$ cat src/sv/mtpd_pkg.sv
`default_nettype none

package mtpd_pkg;

    // Packet type field in byte 3 bits 1:0.
    typedef enum logic [1:0] {
        PKT_STATUS = 2'd0,
        PKT_HEAD   = 2'd1,
        PKT_MOTION = 2'd2
    } pkt_type_t;

    typedef enum logic [1:0] {
        KIND_STATUS = 2'd0,
        KIND_HEAD   = 2'd1,
        KIND_MOTION = 2'd2
    } report_kind_t;

    // Register indexes on the configuration port (byte address / 4).
    typedef enum logic [1:0] {
        REG_Y_FLIP_MAX   = 2'd0,
        REG_WIDTH_SCALE  = 2'd1,
        REG_MOTION_WEIGHT = 2'd2
    } reg_index_t;

    localparam logic [11:0] Y_FLIP_MAX_RST    = 12'd1080;
    localparam logic [7:0]  WIDTH_SCALE_RST   = 8'd1;
    localparam logic [3:0]  MOTION_WEIGHT_RST = 4'd5;

    // Second slot code that means no second finger.
    localparam logic [2:0] NO_SECOND = 3'd5;

    localparam int IN_DATA_W  = 48;
    localparam int OUT_DATA_W = 104;
    localparam int OUT_USER_W = 2;

    // Adds or subtracts a scaled delta and clamps to the 16-bit signed range.
    function automatic logic signed [15:0] add_sat(
        input logic signed [15:0] pos,
        input logic signed [12:0] delta,
        input logic               sub
    );
        logic signed [17:0] sum;
        sum = sub ? (18'(pos) - 18'(delta)) : (18'(pos) + 18'(delta));
        if (sum > 18'sd32767) begin
            add_sat = 16'sh7fff;
        end else if (sum < -18'sd32768) begin
            add_sat = 16'sh8000;
        end else begin
            add_sat = sum[15:0];
        end
    endfunction

endpackage

`default_nettype wire

$ cat src/sv/multitouch_packet_decoder.sv
`default_nettype none

// Six-byte touchpad packet decoder. Each input beat carries one packet and
// yields at most one result beat: status packets report released slots,
// head packets load a slot's absolute position, motion packets move one or
// two slots by signed, weighted deltas with 16-bit saturation. Invalid slot
// ids and unknown packet types are dropped without a result. The packet is
// decoded and the per-slot position registers are updated in the cycle it
// is accepted, and the result lands in an output register, so the block
// takes one packet every clock cycle; the rate is set by that slot update,
// and a stalled output only holds the input while the output
// register is full and not being taken. Configuration registers sit on an
// APB port at byte addresses 0 (y flip maximum), 4 (finger width scale) and
// 8 (motion weight).
module multitouch_packet_decoder #(
    parameter int NUM_SLOTS = 5
) (
    input  wire logic         aclk,
    input  wire logic         aresetn,

    input  wire logic         s_tvalid,
    output logic              s_tready,
    // [7:0] pkt_byte0, [15:8] pkt_byte1, [23:16] pkt_byte2,
    // [31:24] pkt_byte3, [39:32] pkt_byte4, [47:40] pkt_byte5
    input  wire logic [47:0]  s_tdata,

    output logic              m_tvalid,
    input  wire logic         m_tready,
    // [2:0] button_bits, [7:3] released_mask, [10:8] first_slot,
    // [26:11] first_x, [42:27] first_y, [50:43] pressure,
    // [54:51] trace_count, [66:55] touch_major, [69:67] second_slot,
    // [85:70] second_x, [101:86] second_y, [103:102] zero
    output logic [103:0]      m_tdata,
    // [1:0] report_kind
    output logic [1:0]        m_tuser,

    input  wire logic         psel,
    input  wire logic         penable,
    input  wire logic         pwrite,
    input  wire logic [3:0]   paddr,
    input  wire logic [31:0]  pwdata,
    output logic [31:0]       prdata,
    output logic              pready
);

    localparam logic [2:0] SLOT_LIMIT = 3'(NUM_SLOTS);

    // Configuration registers.
    logic [11:0] y_flip_max_reg;
    logic [7:0]  width_scale_reg;
    logic [3:0]  motion_weight_reg;
    logic        cfg_write;

    assign pready    = 1'b1;
    assign cfg_write = psel && penable && pwrite && pready;

    always_ff @(posedge aclk) begin
        if (!aresetn) begin
            y_flip_max_reg    <= mtpd_pkg::Y_FLIP_MAX_RST;
            width_scale_reg   <= mtpd_pkg::WIDTH_SCALE_RST;
            motion_weight_reg <= mtpd_pkg::MOTION_WEIGHT_RST;
        end else if (cfg_write) begin
            case (paddr[3:2])
                mtpd_pkg::REG_Y_FLIP_MAX:    y_flip_max_reg    <= pwdata[11:0];
                mtpd_pkg::REG_WIDTH_SCALE:   width_scale_reg   <= pwdata[7:0];
                mtpd_pkg::REG_MOTION_WEIGHT: motion_weight_reg <= pwdata[3:0];
                default: ;
            endcase
        end
    end

    always_comb begin
        case (paddr[3:2])
            mtpd_pkg::REG_Y_FLIP_MAX:    prdata = {20'd0, y_flip_max_reg};
            mtpd_pkg::REG_WIDTH_SCALE:   prdata = {24'd0, width_scale_reg};
            mtpd_pkg::REG_MOTION_WEIGHT: prdata = {28'd0, motion_weight_reg};
            default:                     prdata = 32'd0;
        endcase
    end

    // Packet fields.
    logic [7:0] b0, b1, b2, b3, b4, b5;
    logic [1:0] pkt_type;
    logic [2:0] id3, id0;

    assign b0 = s_tdata[7:0];
    assign b1 = s_tdata[15:8];
    assign b2 = s_tdata[23:16];
    assign b3 = s_tdata[31:24];
    assign b4 = s_tdata[39:32];
    assign b5 = s_tdata[47:40];

    assign pkt_type = b3[1:0];
    assign id3      = b3[7:5];
    assign id0      = b0[7:5];

    logic is_status, is_head, is_motion, has_second, produce;
    logic [2:0] first_idx, second_idx;

    assign has_second = (id3 != 3'd0);
    assign is_status  = (pkt_type == mtpd_pkg::PKT_STATUS);
    assign is_head    = (pkt_type == mtpd_pkg::PKT_HEAD) && has_second
                        && (id3 <= SLOT_LIMIT);
    assign is_motion  = (pkt_type == mtpd_pkg::PKT_MOTION)
                        && (id0 != 3'd0) && (id0 <= SLOT_LIMIT)
                        && (!has_second || (id3 <= SLOT_LIMIT));
    assign produce    = is_status || is_head || is_motion;

    assign first_idx  = is_head ? (id3 - 3'd1) : (id0 - 3'd1);
    assign second_idx = id3 - 3'd1;

    // Head packet values.
    logic signed [15:0] head_x, head_y;
    logic [7:0]         pressure;
    logic [3:0]         trace_count;
    logic [11:0]        touch_major;

    assign head_x      = {4'd0, b1[3:0], b2};
    assign head_y      = $signed({4'd0, y_flip_max_reg}) - $signed({4'd0, b4[3:0], b5});
    assign pressure    = {b1[7:4], b4[7:4]};
    assign trace_count = b0[7:4];
    assign touch_major = 12'(trace_count * width_scale_reg);

    // Scaled motion deltas.
    logic [3:0]         weight;
    logic signed [12:0] dx1, dy1, dx2, dy2;

    assign weight = b0[4] ? motion_weight_reg : 4'd1;
    assign dx1    = $signed(b1) * $signed({1'b0, weight});
    assign dy1    = $signed(b2) * $signed({1'b0, weight});
    assign dx2    = $signed(b4) * $signed({1'b0, weight});
    assign dy2    = $signed(b5) * $signed({1'b0, weight});

    // Status release mask: a clear presence bit means the slot is lifted.
    logic [4:0] released_mask;

    always_comb begin
        released_mask = 5'd0;
        for (int i = 0; i < NUM_SLOTS; i++) begin
            released_mask[i] = ~b1[i];
        end
    end

    // Slot position registers, one update lane per slot.
    logic signed [15:0] slot_x_reg [NUM_SLOTS];
    logic signed [15:0] slot_y_reg [NUM_SLOTS];
    logic signed [15:0] mid_x [NUM_SLOTS];
    logic signed [15:0] mid_y [NUM_SLOTS];
    logic signed [15:0] fin_x [NUM_SLOTS];
    logic signed [15:0] fin_y [NUM_SLOTS];
    logic               sel_first  [NUM_SLOTS];
    logic               sel_second [NUM_SLOTS];

    for (genvar g = 0; g < NUM_SLOTS; g++) begin : g_lane
        assign sel_first[g]  = (is_head || is_motion) && (first_idx == 3'(g));
        assign sel_second[g] = is_motion && has_second && (second_idx == 3'(g));

        // The second finger may name the same slot as the first; it then
        // starts from the position the first finger already moved to.
        always_comb begin
            mid_x[g] = slot_x_reg[g];
            mid_y[g] = slot_y_reg[g];
            if (sel_first[g]) begin
                if (is_head) begin
                    mid_x[g] = head_x;
                    mid_y[g] = head_y;
                end else begin
                    mid_x[g] = mtpd_pkg::add_sat(slot_x_reg[g], dx1, 1'b0);
                    mid_y[g] = mtpd_pkg::add_sat(slot_y_reg[g], dy1, 1'b1);
                end
            end
            fin_x[g] = mid_x[g];
            fin_y[g] = mid_y[g];
            if (sel_second[g]) begin
                fin_x[g] = mtpd_pkg::add_sat(mid_x[g], dx2, 1'b0);
                fin_y[g] = mtpd_pkg::add_sat(mid_y[g], dy2, 1'b1);
            end
        end

        always_ff @(posedge aclk) begin
            if (!aresetn) begin
                slot_x_reg[g] <= 16'sd0;
                slot_y_reg[g] <= 16'sd0;
            end else if (s_tvalid && s_tready) begin
                slot_x_reg[g] <= fin_x[g];
                slot_y_reg[g] <= fin_y[g];
            end
        end
    end

    // Pick the updated positions of the addressed slots.
    logic signed [15:0] first_x, first_y, second_x, second_y;

    always_comb begin
        first_x  = 16'sd0;
        first_y  = 16'sd0;
        second_x = 16'sd0;
        second_y = 16'sd0;
        for (int i = 0; i < NUM_SLOTS; i++) begin
            if (sel_first[i]) begin
                first_x = first_x | mid_x[i];
                first_y = first_y | mid_y[i];
            end
            if (sel_second[i]) begin
                second_x = second_x | fin_x[i];
                second_y = second_y | fin_y[i];
            end
        end
    end

    // Result assembly.
    logic [1:0]   kind_next;
    logic [103:0] data_next;

    always_comb begin
        kind_next = mtpd_pkg::KIND_STATUS;
        data_next = '0;
        data_next[2:0] = b0[2:0];
        data_next[69:67] = mtpd_pkg::NO_SECOND;
        if (is_status) begin
            data_next[7:3] = released_mask;
        end else if (is_head) begin
            kind_next          = mtpd_pkg::KIND_HEAD;
            data_next[10:8]    = first_idx;
            data_next[26:11]   = first_x;
            data_next[42:27]   = first_y;
            data_next[50:43]   = pressure;
            data_next[54:51]   = trace_count;
            data_next[66:55]   = touch_major;
        end else begin
            kind_next          = mtpd_pkg::KIND_MOTION;
            data_next[10:8]    = first_idx;
            data_next[26:11]   = first_x;
            data_next[42:27]   = first_y;
            if (has_second) begin
                data_next[69:67]  = second_idx;
                data_next[85:70]  = second_x;
                data_next[101:86] = second_y;
            end
        end
    end

    // Output register: loads whenever it is empty or being drained.
    logic         m_tvalid_reg;
    logic         m_tvalid_next;
    logic [103:0] m_tdata_reg;
    logic [1:0]   m_tuser_reg;

    assign s_tready      = !m_tvalid_reg || m_tready;
    assign m_tvalid_next = s_tready ? (s_tvalid && produce) : m_tvalid_reg;

    always_ff @(posedge aclk) begin
        if (!aresetn) begin
            m_tvalid_reg <= 1'b0;
        end else begin
            m_tvalid_reg <= m_tvalid_next;
        end
    end

    always_ff @(posedge aclk) begin
        if (s_tready) begin
            m_tdata_reg <= data_next;
            m_tuser_reg <= kind_next;
        end
    end

    assign m_tvalid = m_tvalid_reg;
    assign m_tdata  = m_tdata_reg;
    assign m_tuser  = m_tuser_reg;

endmodule

`default_nettype wire
$ cat config.mk
export PLATFORM = sky130hd
export DESIGN_NAME = multitouch_packet_decoder
export DESIGN_NICKNAME = d
export VERILOG_FILES = /design/src/sv/mtpd_pkg.sv /design/src/sv/multitouch_packet_decoder.sv
export SDC_FILE = /design/constraint.sdc
export NUM_CORES = 2
export LEC_CHECK = 0
export BUFFER_PORTS_ARGS = -buffer_cell sky130_fd_sc_hd__buf_4
export CAP_MARGIN = 20
export CORE_MARGIN = 5
export CORE_UTILIZATION = 30
export DETAILED_ROUTE_END_ITERATION = 6
export GPL_TIMING_DRIVEN = 0
export PLACE_DENSITY = 0.41
export SLEW_MARGIN = 30
export SYNTH_ARGS = -nofsm -noshare
export SYNTH_HDL_FRONTEND = slang
export SYNTH_SLANG_ARGS = --single-unit
$ cat constraint.sdc
create_clock -name aclk -period 18.25 [get_ports aclk]
set_clock_uncertainty 0.15 [all_clocks]
set_input_delay 0.9125 -clock aclk [delete_from_list [all_inputs] [get_ports aclk]]
set_output_delay 0.9125 -clock aclk [all_outputs]
set_load 0.01 [all_outputs]
==> qor.yml <==
fmax_ghz: 0.0718
layout_worst_path_cycle_share: 0.763
final_nets: 5652
tns_ns: 0
core_area_um2: 129000
clk_pin_slew_ns: 0.06
crit_buf_inv: 9
postCtsHoldBufs: 0
vias: 39300
setup_viol: 0
run_status: "finished clean"
dr.pass1.iters: 7
grt_pass1_vias: 37200
synth.distinct_cells: 115
path_max_fanout: 10
ys_seq_elements: 289
synth-compound-area-share: 0.264
netlist_area_um2: 38800
total_power_mw: 4.23
die_x_um: 370
avgRoutedWirePerCell_um: 30.0
yosysWarningCount: 0
drc: 0
syn_inst: 4780
p_leak_nw: 20.4
clk_path_buf_depth: 3
drtIter0Drc: 3874
p_per_area_nw_per_um2: 94.8
io_buffer_count: 179
startpoint: "s_tdata[4]"
place_area_um2: 43100
synth_xor_area_frac: 0.0720
clk_latency_ns: 0.64
synthMuxAreaShare: 0.0108
cp_slowest_stage_delay_ns: 0.77
grt-ovfl-total: 0
cts_made_buffers: 43
grt_pass1_wl_mm: 282
place_hpwl_mm: 170
syn_area_per_cell_um2: 8.12
r2r_cells: 44
die_y_um: 370
cts_resized: 0
final_antenna_net_count: 0
maxCapViolCount: 0
crit_required_ns: 18.46
reg2reg_to: "m_tdata[71]"
area_delta_synth_final_pct: 15.0
start_kind: "primary input"
r2r-start: "motion_weight_reg[0]"
fin_hold_ws_ns: 0.310
tightest_slew_ns: 1.20
synth_edf_count: 264
synthAdderAreaFrac: 0.191
track_usage: 0.288
hp-class: "in -> reg"
grt_setup_unrepaired: "no"
period_needed_ns: 13.92
path_depth: 45
die_area_um2: 137000
peakVddDrop_uv: 60.5
final_util: 0.346
synth_flop_cell: "edfxtp_1"
final_area_um2: 44700
crit_arrival_ns: 14.13
wirelength_mm: 205
cp-end-kind: "flop"
cp_slowest_cell: "a211oi_1"
drive_gt1_frac: 0.0992
yosysSeqAreaShare: 0.217
crit_family: "compound AO/OA/AOI/OAI gates"
post-cts-setup-buffer-count: 0
setup.worst_path.end: "m_tdata[71]"
final_common_cell: "nand2_1"
cts_tree: "yes"
relSlewSlack: 0.190
ioPinCount: 232
yosys.area_share.simple: 0.183
antenna_found_initial: 20
rrSetupSlack_ns: 4.35
gp_congestion: 0.997
async_flop_share: 0
maxSlewViolCount: 0
cts.sinks: 289
cts-root-buf: "clkbuf_16"
start_util: 0.301
largest_reg_flops: 102
rows: 132
synth_top_family_by_area: "compound AO/OA/AOI/OAI gates"
cpMostUsedCell: "a21oi_1"
mostFrequentLayoutCells: "419 x nand2_1, 410 x a21oi_1, 409 x ha_1"
grt_max_degree: 41
htreeDepth: 2
path_class: "in -> reg"
finalHoldViolCount: 0
via_per_inst: 5.75
-- through the flow --
stage | std cells | setup WS [ns]
global placement | 6722 | 2.29
CTS | 6825 | 4.39
finish | 6828 | 4.33
global route | 6825 | 3.61
detailed placement | 6748 | 3.73
floorplan | 4801 | 7.98
-- layer usage --
layer | global-route usage | vias up | part of all wire
li1 | - | 17900 | -
met1 | 0.389 | 19300 | 0.43
met2 | 0.455 | 1645 | 0.44
met3 | 0.0397 | 357 | 0.069
met4 | 0.133 | 4 | 0.055
met5 | 0 | - | 0.00015
-- layout make-up --
cell class	count	area, um^2
plain buffers	211	987
fillers	13700	84300
flip-flops and latches	289	8430
well taps	1742	2180
diodes	3	7.51
inverters	392	1470
clock buffers	49	1160
multi-input cells	3909	28400
repair buffers	205	1710
clock inverters	28	337
-- Yosys cell counts (all sizes together) (40+ instances only) --
cell	n	area, um^2
a211oi	69	528
a21boi	42	315
a21o	155	1160
a21oi	417	2130
a31oi	50	349
and2	86	541
and3	130	818
buf	59	378
clkbuf	152	571
edfxtp	264	7930
fa	101	2020
ha	409	5120
inv	392	1470
nand2	423	1600
nand2b	58	363
nand3	104	526
nor2	317	1210
nor2b	73	459
nor3	87	435
o21a	96	721
o21ai	328	1650
o21bai	43	327
o22ai	52	325
o2bb2ai	43	377
or3	40	250
xnor2	224	1980
xor2	74	674
-- worst min-delay path by stage --
stage	end	cells after the start	slack (ns)	start
floorplan	motion_weight_reg[0]	2	0.31	motion_weight_reg[0]
CTS	m_tdata[2]	1	0.27	s_tdata[2]
finish	m_tdata[2]	1	0.31	s_tdata[2]
global placement	y_flip_max_reg[6]	2	0.33	y_flip_max_reg[6]
global route	m_tdata[2]	1	0.29	s_tdata[2]
detailed placement	motion_weight_reg[0]	2	0.33	motion_weight_reg[0]
-- worst reg2reg max path, delay by kind of cell (launching register included) --
kind,cells,cell delay [ns]
fa+ha+maj,4,1.63
flops,1,0.35
xor+xnor,2,0.68
simple gates,10,2.60
compound gates,20,5.45
buf+inv,8,2.74
-- logic make-up (layout without fill, tap and decap cells) --
| group | after synthesis | after routing |
|---|---|---|
| other cells | 2 | 26 |
| buf+inv | 603 | 885 |
| xor+xnor | 304 | 304 |
| fa+ha+maj | 536 | 536 |
| compound gates | 1557 | 1557 |
| mux | 41 | 41 |
| simple gates | 1448 | 1448 |
| flops | 289 | 289 |
-- where the power goes --
part           switching, mW  leakage (nW)  internal [mW]
logic                   1.55          16.5          0.904
registers             0.0430          3.18          0.792
clock network          0.391         0.719          0.555
(Power assumes the default switching activity.)
